## config.mk

```make
export PLATFORM = sky130hd
export DESIGN_NAME = kgd_cfg_regs
export DESIGN_NICKNAME = d
export VERILOG_FILES = /design/src/hdl/kgd_pkg.sv /design/src/hdl/kgd_cfg_regs.sv
export SDC_FILE = /design/constraint.sdc
export NUM_CORES = 1
export LEC_CHECK = 0
export ABC_AREA = 1
export BUFFER_PORTS_ARGS = -buffer_cell sky130_fd_sc_hd__clkbuf_2
export CAP_MARGIN = 30
export CORE_UTILIZATION = 30
export DETAILED_ROUTE_END_ITERATION = 10
export HOLD_SLACK_MARGIN = 0.05
export PLACE_DENSITY = 0.54
export SYNTH_ARGS = -nofsm -noshare
export SYNTH_HDL_FRONTEND = slang
export SYNTH_SLANG_ARGS = --single-unit
```

## constraint.sdc

```tcl
create_clock -name clk -period 0.8 [get_ports clk]
set_input_delay 0.04 -clock clk [delete_from_list [all_inputs] [get_ports clk]]
set_output_delay 0.04 -clock clk [all_outputs]
set_load 0.02 [all_outputs]
```

## src/hdl/kgd_pkg.sv

```systemverilog
// types, constants and register codes shared by the grid density pipeline
// no dependencies
`default_nettype none

package kgd_pkg;

	localparam int GRID_SIZE = 4096;
	localparam int BOX_SIDE  = 256;

	localparam int CELL_W    = 13;
	localparam int CFG_IDX_W = 4;

	localparam logic [16:0] ONE_Q16 = 17'h10000;

	typedef enum logic [CFG_IDX_W-1:0] {
		CFG_PROJ_XX    = 4'd0,
		CFG_PROJ_XY    = 4'd1,
		CFG_PROJ_YX    = 4'd2,
		CFG_PROJ_YY    = 4'd3,
		CFG_PROJ_OFF_X = 4'd4,
		CFG_PROJ_OFF_Y = 4'd5,
		CFG_INV_BW_SQ  = 4'd6,
		CFG_PEAK_SCALE = 4'd7
	} kgd_cfg_idx_t;

	typedef struct packed {
		logic signed [31:0] pc_x;
		logic signed [31:0] pc_y;
		logic [11:0]        corner_x;
		logic [11:0]        corner_y;
		logic [7:0]         step_i;
		logic [7:0]         step_j;
		logic [8:0]         row_count;
		logic [23:0]        base_position;
	} kgd_in_t;

	typedef struct packed {
		logic [31:0] density;
		logic [23:0] device_position;
		logic [11:0] host_cell_x;
		logic [11:0] host_cell_y;
	} kgd_out_t;

	// fields that ride along beside the density math
	typedef struct packed {
		logic [23:0] device_position;
		logic [11:0] host_cell_x;
		logic [11:0] host_cell_y;
	} kgd_side_t;

	typedef struct packed {
		logic signed [31:0] proj_xx;
		logic signed [31:0] proj_xy;
		logic signed [31:0] proj_yx;
		logic signed [31:0] proj_yy;
		logic signed [31:0] proj_off_x;
		logic signed [31:0] proj_off_y;
		logic [31:0]        inv_bw_sq;
		logic [31:0]        peak_scale;
	} kgd_cfg_t;

endpackage

`default_nettype wire

```

## src/hdl/kgd_cfg_regs.sv

```systemverilog
// configuration register file for the grid density pipeline
// depends on kgd_pkg
`default_nettype none

module kgd_cfg_regs (
	input  wire                             clk,
	input  wire                             arst_n,
	input  wire                             cfg_valid,
	output logic                            cfg_ready,
	input  wire [kgd_pkg::CFG_IDX_W-1:0]    cfg_index,
	input  wire [31:0]                      cfg_data,
	output kgd_pkg::kgd_cfg_t               cfg
);
	import kgd_pkg::*;

	kgd_cfg_t regs_q;

	assign cfg_ready = 1'b1;
	assign cfg       = regs_q;

	always_ff @(posedge clk or negedge arst_n) begin
		if (!arst_n) begin
			regs_q.proj_xx    <= 32'sh0001_0000;
			regs_q.proj_xy    <= 32'sh0;
			regs_q.proj_yx    <= 32'sh0;
			regs_q.proj_yy    <= 32'sh0001_0000;
			regs_q.proj_off_x <= 32'sh0;
			regs_q.proj_off_y <= 32'sh0;
			regs_q.inv_bw_sq  <= 32'h0001_0000;
			regs_q.peak_scale <= 32'h0001_0000;
		end else if (cfg_valid && cfg_ready) begin
			case (kgd_cfg_idx_t'(cfg_index))
				CFG_PROJ_XX:    regs_q.proj_xx    <= $signed(cfg_data);
				CFG_PROJ_XY:    regs_q.proj_xy    <= $signed(cfg_data);
				CFG_PROJ_YX:    regs_q.proj_yx    <= $signed(cfg_data);
				CFG_PROJ_YY:    regs_q.proj_yy    <= $signed(cfg_data);
				CFG_PROJ_OFF_X: regs_q.proj_off_x <= $signed(cfg_data);
				CFG_PROJ_OFF_Y: regs_q.proj_off_y <= $signed(cfg_data);
				CFG_INV_BW_SQ:  regs_q.inv_bw_sq  <= cfg_data;
				CFG_PEAK_SCALE: regs_q.peak_scale <= cfg_data;
				default: ;
			endcase
		end
	end

endmodule

`default_nettype wire

```

==> results.sh, run 1 <==
export IMPL_status="finished with violations"
export IMPL_violations="hold timing, setup timing"
export IMPL_cpPeakStageDelay_ns=0.56
export IMPL_core_area_sq_um=34900
export IMPL_final_area_sq_um=17400
export IMPL_ir_drop_uv=1620
export IMPL_cap_violations=0
export IMPL_die_x_um=191
export IMPL_synth_xor_area_share_pct=0
export IMPL_rsz0062_at_grt="yes"
export IMPL_yosysMostFrequentCell="nand2_1"
export IMPL_gp_congestion=0.795
export IMPL_seqCellArea_sq_um=6410
export IMPL_drive_gt1_share_pct=33.3
export IMPL_drt_iter0_markers=578
export IMPL_overflow=0
export IMPL_rows=68
export IMPL_crit_chain="buf_8"
export IMPL_avgRoutedWirePerCell_um=19.2
export IMPL_place_area_sq_um=13300
export IMPL_htreeDepth=1
export IMPL_io_pins=296
export IMPL_avgSynthCellArea_sq_um=8.72
export IMPL_synth_ff_type="dfrtp_1"
export IMPL_synth_seq_cells=256
export IMPL_p_leak_nw=9.05
export IMPL_maxSlewViolCount=0
export IMPL_synth_edf_count=0
export IMPL_synth_commonest_cells="579 x nand2_1, 252 x dfrtp_1, 128 x nand4_1, 68 x inv_1, 64 x o21bai_1"
export IMPL_numCtsBuffers=29
export IMPL_worst_slack_ns=-0.465
export IMPL_clock_latency_ns=0.54
export IMPL_vias=10100
export IMPL_yosysTopAreaCell="dfrtp_1"
export IMPL_grt_pass1_vias=9620
export IMPL_largest_reg_flops=256
export IMPL_viasPerCell=4.73
export IMPL_muxShareOfSynthArea_pct=0
export IMPL_start_util_pct=30.8
export IMPL_antenna_found_initial=1
export IMPL_synth_simple_area_share_pct=28.5
export IMPL_power_density_nw_per_um2=2790
export IMPL_nets=1692
export IMPL_period_minus_slack_ns=1.27
export IMPL_fin_util_pct=49.8
export IMPL_drcViolationCount=0
export IMPL_ys_seq_area_share_pct=59.7
export IMPL_hpwlAfterDp_mm=26.5
export IMPL_cts_sinks=256
export IMPL_synthAdderAreaFrac_pct=0
export IMPL_fill_cells=3181
export IMPL_cts_hold_buf=34
export IMPL_worstSetupPathType="flop to primary output"
export IMPL_cp_slowest_cell="dfstp_2"
export IMPL_setup_violations=293
export IMPL_synth_area_leaders="dfrtp_1 59%, nand2_1 20%, nand4_1 7.5%"
export IMPL_worst_setup_path_end_kind="primary output"
export IMPL_clk_pin_slew_ns=0.06
export IMPL_timing_critical_path_buf_inv=1
export IMPL_critPathTopFamily="flip-flops"
export IMPL_synth_async_sr_flop_share_pct=100
export IMPL_grt_pass1_wl_mm=59.9
export IMPL_placement_io_buffers=294
export IMPL_fp_dieArea_sq_um=36600
export IMPL_cts_tree="built"
export IMPL_critPathLaunchType="flop"
export IMPL_worstPathMaxFanout=2
export IMPL_multi_input_area_sq_um=3660
export IMPL_grt_max_degree=44
export IMPL_synth_distinct_cells=18
export IMPL_synth_compound_area_share_pct=4.47
export IMPL_syn_num_nets=1270
export IMPL_finalHoldViolations=10
export IMPL_clockBufferDepth=3
export IMPL_grt_usage_pct=21.6
export IMPL_skew_ns=0
export IMPL_fmax_mhz=790
export IMPL_whs_ns=-0.0746
export IMPL_required_ns=0.76
export IMPL_yosysWarnings=0
export IMPL_dp_slack_ns=-0.364
export IMPL_cts_root_buf="clkbuf_16"
export IMPL_synth_top_family_by_area="simple AND/OR/NAND/NOR gates"
export IMPL_worstHoldPathType="input port to async pin"
export IMPL_die_y_um=191
export IMPL_synth_area_sq_um=10700
export IMPL_synth_top_area_share_pct=58.7
export IMPL_drt_first_pass_iters=5
export IMPL_syn_instance_count=1231
export IMPL_period_share_pct=158
export IMPL_areaGrowthSynthToFinish_pct=61.9
export IMPL_arrival_ns=1.23
export IMPL_ant_nets=0
export IMPL_drt_total_wl_mm=41.0
## metrics by stage
stage / std cells / TNS [ns] / power (mW)
after global placement: 1934 / -73.92 / 28.9
after global routing: 2131 / -97.46 / 50.8
after detailed placement: 1934 / -74.80 / 29.1
after floorplan: 1231 / -0.840 / 24.0
final: 2131 / -86.90 / 48.5
after CTS: 2069 / -93.79 / 45.0
## repair_timing
item                                    4_1_cts  5_1_grt
gates resized for setup                     201      536
pin swaps                                     0       14
endpoints found under the setup margin      257      269
setup buffers                                48       64
hold endpoints to repair                    512       12
## cell type report
| cell class | instances | share of cell area (%) |
|---|---|---|
| Multi-Input combinational cell | 788 | 21.1 |
| Timing Repair Buffer | 508 | 31.9 |
| Tap cell | 455 | 3.27 |
| Antenna cell | 1 | 0.0144 |
| Sequential cell | 256 | 36.9 |
| Inverter | 70 | 1.51 |
| Clock inverter | 5 | 0.324 |
| Clock buffer | 48 | 5.04 |
## report_power, final
group          total (mW)  internal [mW]  switching [mW]
registers            18.1           15.8            2.39
logic                17.2           9.00            8.18
clock network        13.2           7.74            5.47
total                48.5           32.5            16.0
## path summary, 6_finish.rpt
path | start | to | slack (ns) | cells past startpoint
max | cfg[48]$_DFFE_PN1P_ | cfg[48] | -0.47 | 1
min in group clk | cfg_index[3] | cfg[212]$_DFFE_PN0P_ | 0 | 5
min reg2reg | cfg[240]$_DFFE_PN1P_ | cfg[240]$_DFFE_PN1P_ | 0.48 | 2
min | arst_n | cfg[149]$_DFFE_PN0P_ | -0.07 | 2
max reg2reg | cfg[64]$_DFFE_PN0P_ | cfg[64]$_DFFE_PN0P_ | -0.16 | 5
max in group asynchronous | arst_n | cfg[164]$_DFFE_PN0P_ | 0.30 | 4
## layout by cell type (no fill, tap or decap), drive strengths merged
master       instances
nand2              579
buf                372
dfrtp              252
clkbuf             151
nand4              128
inv                 70
o21bai              64
dlygate4sd3         33
nor2                 9
nand3                7
dfstp                4
clkinv               3
diode                1
conb                 1
bufinv               1
clkinvlp             1
## cells by family after synthesis
logic type,count (synthesis)
AND/OR/NAND/NOR,723
buffers and inverters,187
flip-flops,256
AO/OA/AOI/OAI,64
other,1
## routing by layer
layer | GRT usage [%] | routed length, um
met5 | 0 | 0
met4 | 6.81 | 1170
met3 | 3.36 | 2350
met2 | 35.0 | 19800
met1 | 29.4 | 17600
No activity file was read; power rests on OpenSTA's default activity.
==> run 2: changes to the inputs <==
- CORE_UTILIZATION: 30 -> 26
- PLACE_DENSITY: 0.54 -> 0.48
==> run 2 against run 1 <==
Compared with the run above: the flow still finishes with violations (hold timing, setup timing); sequential power about the same; final cell count up 3.3%; clock-buffer cell count down 1; die area up 15%.
==> results.sh, run 2 (same netlist as run 1, synthesis figures left out) <==
export IMPL_place_inst=2017
export IMPL_place_area_sq_um=13400
export IMPL_worstSetupPathType="flop to primary output"
export IMPL_fin_setup_tns_ns=-88.57
export IMPL_antenna_found_initial=0
export IMPL_drcViolationCount=0
export IMPL_viasPerCell=4.51
export IMPL_cts_sinks=256
export IMPL_r2r_start="cfg[73]$_DFFE_PN0P_"
export IMPL_cts_root_buf="clkbuf_16"
export IMPL_period_minus_slack_ns=1.28
export IMPL_largest_reg_flops=256
export IMPL_grt_pass1_wl_mm=61.6
export IMPL_gp_congestion=0.768
export IMPL_violations="hold timing, setup timing"
export IMPL_finalHoldViolations=2
export IMPL_worstHoldPathType="input port to async pin"
export IMPL_die_x_um=205
export IMPL_cap_violations=0
export IMPL_critPathLaunchType="flop"
export IMPL_rsz0062_at_grt="yes"
export IMPL_drt_total_wl_mm=42.3
export IMPL_clock_latency_ns=0.57
export IMPL_htreeDepth=1
export IMPL_period_share_pct=160
export IMPL_skew_ns=0
export IMPL_maxSlewViolCount=0
export IMPL_startpoint="cfg[144]$_DFFE_PN1P_"
export IMPL_io_pins=296
export IMPL_placement_io_buffers=294
export IMPL_start_util_pct=26.4
export IMPL_timing_critical_path_buf_inv=1
export IMPL_antennaDiodeCount=0
export IMPL_status="finished with violations"
export IMPL_worstPathMaxFanout=2
export IMPL_power_density_nw_per_um2=2840
export IMPL_setup_violations=287
export IMPL_whs_ns=-0.00684
export IMPL_cp_slowest_cell="dfstp_2"
export IMPL_worst_slack_ns=-0.480
export IMPL_cts_tree="built"
export IMPL_grt_max_degree=67
export IMPL_fp_dieArea_sq_um=42100
export IMPL_ir_drop_uv=1670
export IMPL_drive_gt1_share_pct=33.2
export IMPL_grt_usage_pct=19.4
export IMPL_core_area_sq_um=40700
export IMPL_vias=9941
export IMPL_clk_pin_slew_ns=0.06
export IMPL_drt_first_pass_iters=5
export IMPL_grt_pass1_vias=9526
export IMPL_final_cell_mix="569 x nand2_1, 252 x dfrtp_1, 163 x buf_6"
export IMPL_dp_slack_ns=-0.356
export IMPL_ant_nets=0
export IMPL_critPathTopFamily="flip-flops"
export IMPL_rows=74
export IMPL_crit_chain="buf_8"
export IMPL_numCtsBuffers=30
export IMPL_overflow=0
export IMPL_required_ns=0.76
export IMPL_nets=1685
export IMPL_p_leak_nw=9.05
export IMPL_fin_cells=2202
export IMPL_final_area_sq_um=17500
export IMPL_areaGrowthSynthToFinish_pct=62.8
export IMPL_cpPeakStageDelay_ns=0.56
export IMPL_die_y_um=205
export IMPL_clockBufferDepth=3
export IMPL_arrival_ns=1.24
export IMPL_final_common_cell="nand2_1"
export IMPL_worst_setup_path_end_kind="primary output"
export IMPL_drt_iter0_markers=581
export IMPL_avgRoutedWirePerCell_um=19.2
export IMPL_fmax_mhz=781
export IMPL_hpwlAfterDp_mm=27.2
-- run 2: changes by cell type in the layout (fill, tap and decap cells not counted), sizes merged --
cell	delta
buf	-7
bufinv	+3
clkbuf	-3
clkinv	+1
diode	-1
dlygate4sd3	+1
-- run 2: worst paths after layout --
path	end	cells past startpoint	slack [ns]
setup / recovery	cfg[144]	1	-0.48
setup reg to reg	cfg[73]$_DFFE_PN0P_	4	-0.09
hold reg to reg	cfg[240]$_DFFE_PN1P_	2	0.48
max in group asynchronous	cfg[63]$_DFFE_PN0P_	4	-0.04
min in group clk	cfg[252]$_DFFE_PN0P_	5	0.01
hold / removal	cfg[127]$_DFFE_PN0P_	3	-0.007
-- run 2: tightest hold or removal path: cells and delay by family --
family | cells | cell delay (ns)
buf+inv | 3 | 0.87
-- run 2: report_power, final --
| part | switching, mW | internal (mW) |
|---|---|---|
| Sequential | 2.36 | 15.8 |
| Clock | 5.58 | 9.01 |
| Combinational | 8.10 | 8.80 |
| Total | 16.0 | 33.6 |
-- run 2: routing by layer --
layer	part of all wire, %	global-route usage (%)	vias to the layer above
met5	0	0	-
met4	2.6	5.93	0
met1	44	26.7	4866
met3	5.7	3.07	62
met2	48	31.2	292
li1	-	-	4721
-- run 2: repair_timing --
| item | in CTS | in global routing |
|---|---|---|
| pin swaps | 1 | 13 |
| hold endpoints to repair | 512 | 30 |
| gates resized for setup | 209 | 524 |
| setup buffers | 38 | 59 |
| hold buffers | 35 | 1 |
| endpoints found under the setup margin | 257 | 283 |
-- run 2: area by class of cell --
class / instances / area [sq um]
Clock buffer: 47 / 906
Clock inverter: 9 / 148
Fill cell: 3953 / 23300
Inverter: 70 / 263
Multi-Input combinational cell: 788 / 3670
Sequential cell: 256 / 6410
Tap cell: 532 / 666
Timing Repair Buffer: 500 / 5430
-- run 2: stage by stage --
stage	hold slack [ns]	power, mW	util, %
detailed placement	-0.0348	29.1	32.9
CTS	-0.0153	46.4	39.3
finish	-0.00684	49.6	42.9
global route	-0.00263	51.9	42.9
global placement	-0.0304	28.9	32.9
floorplan	-0.256	24.0	-
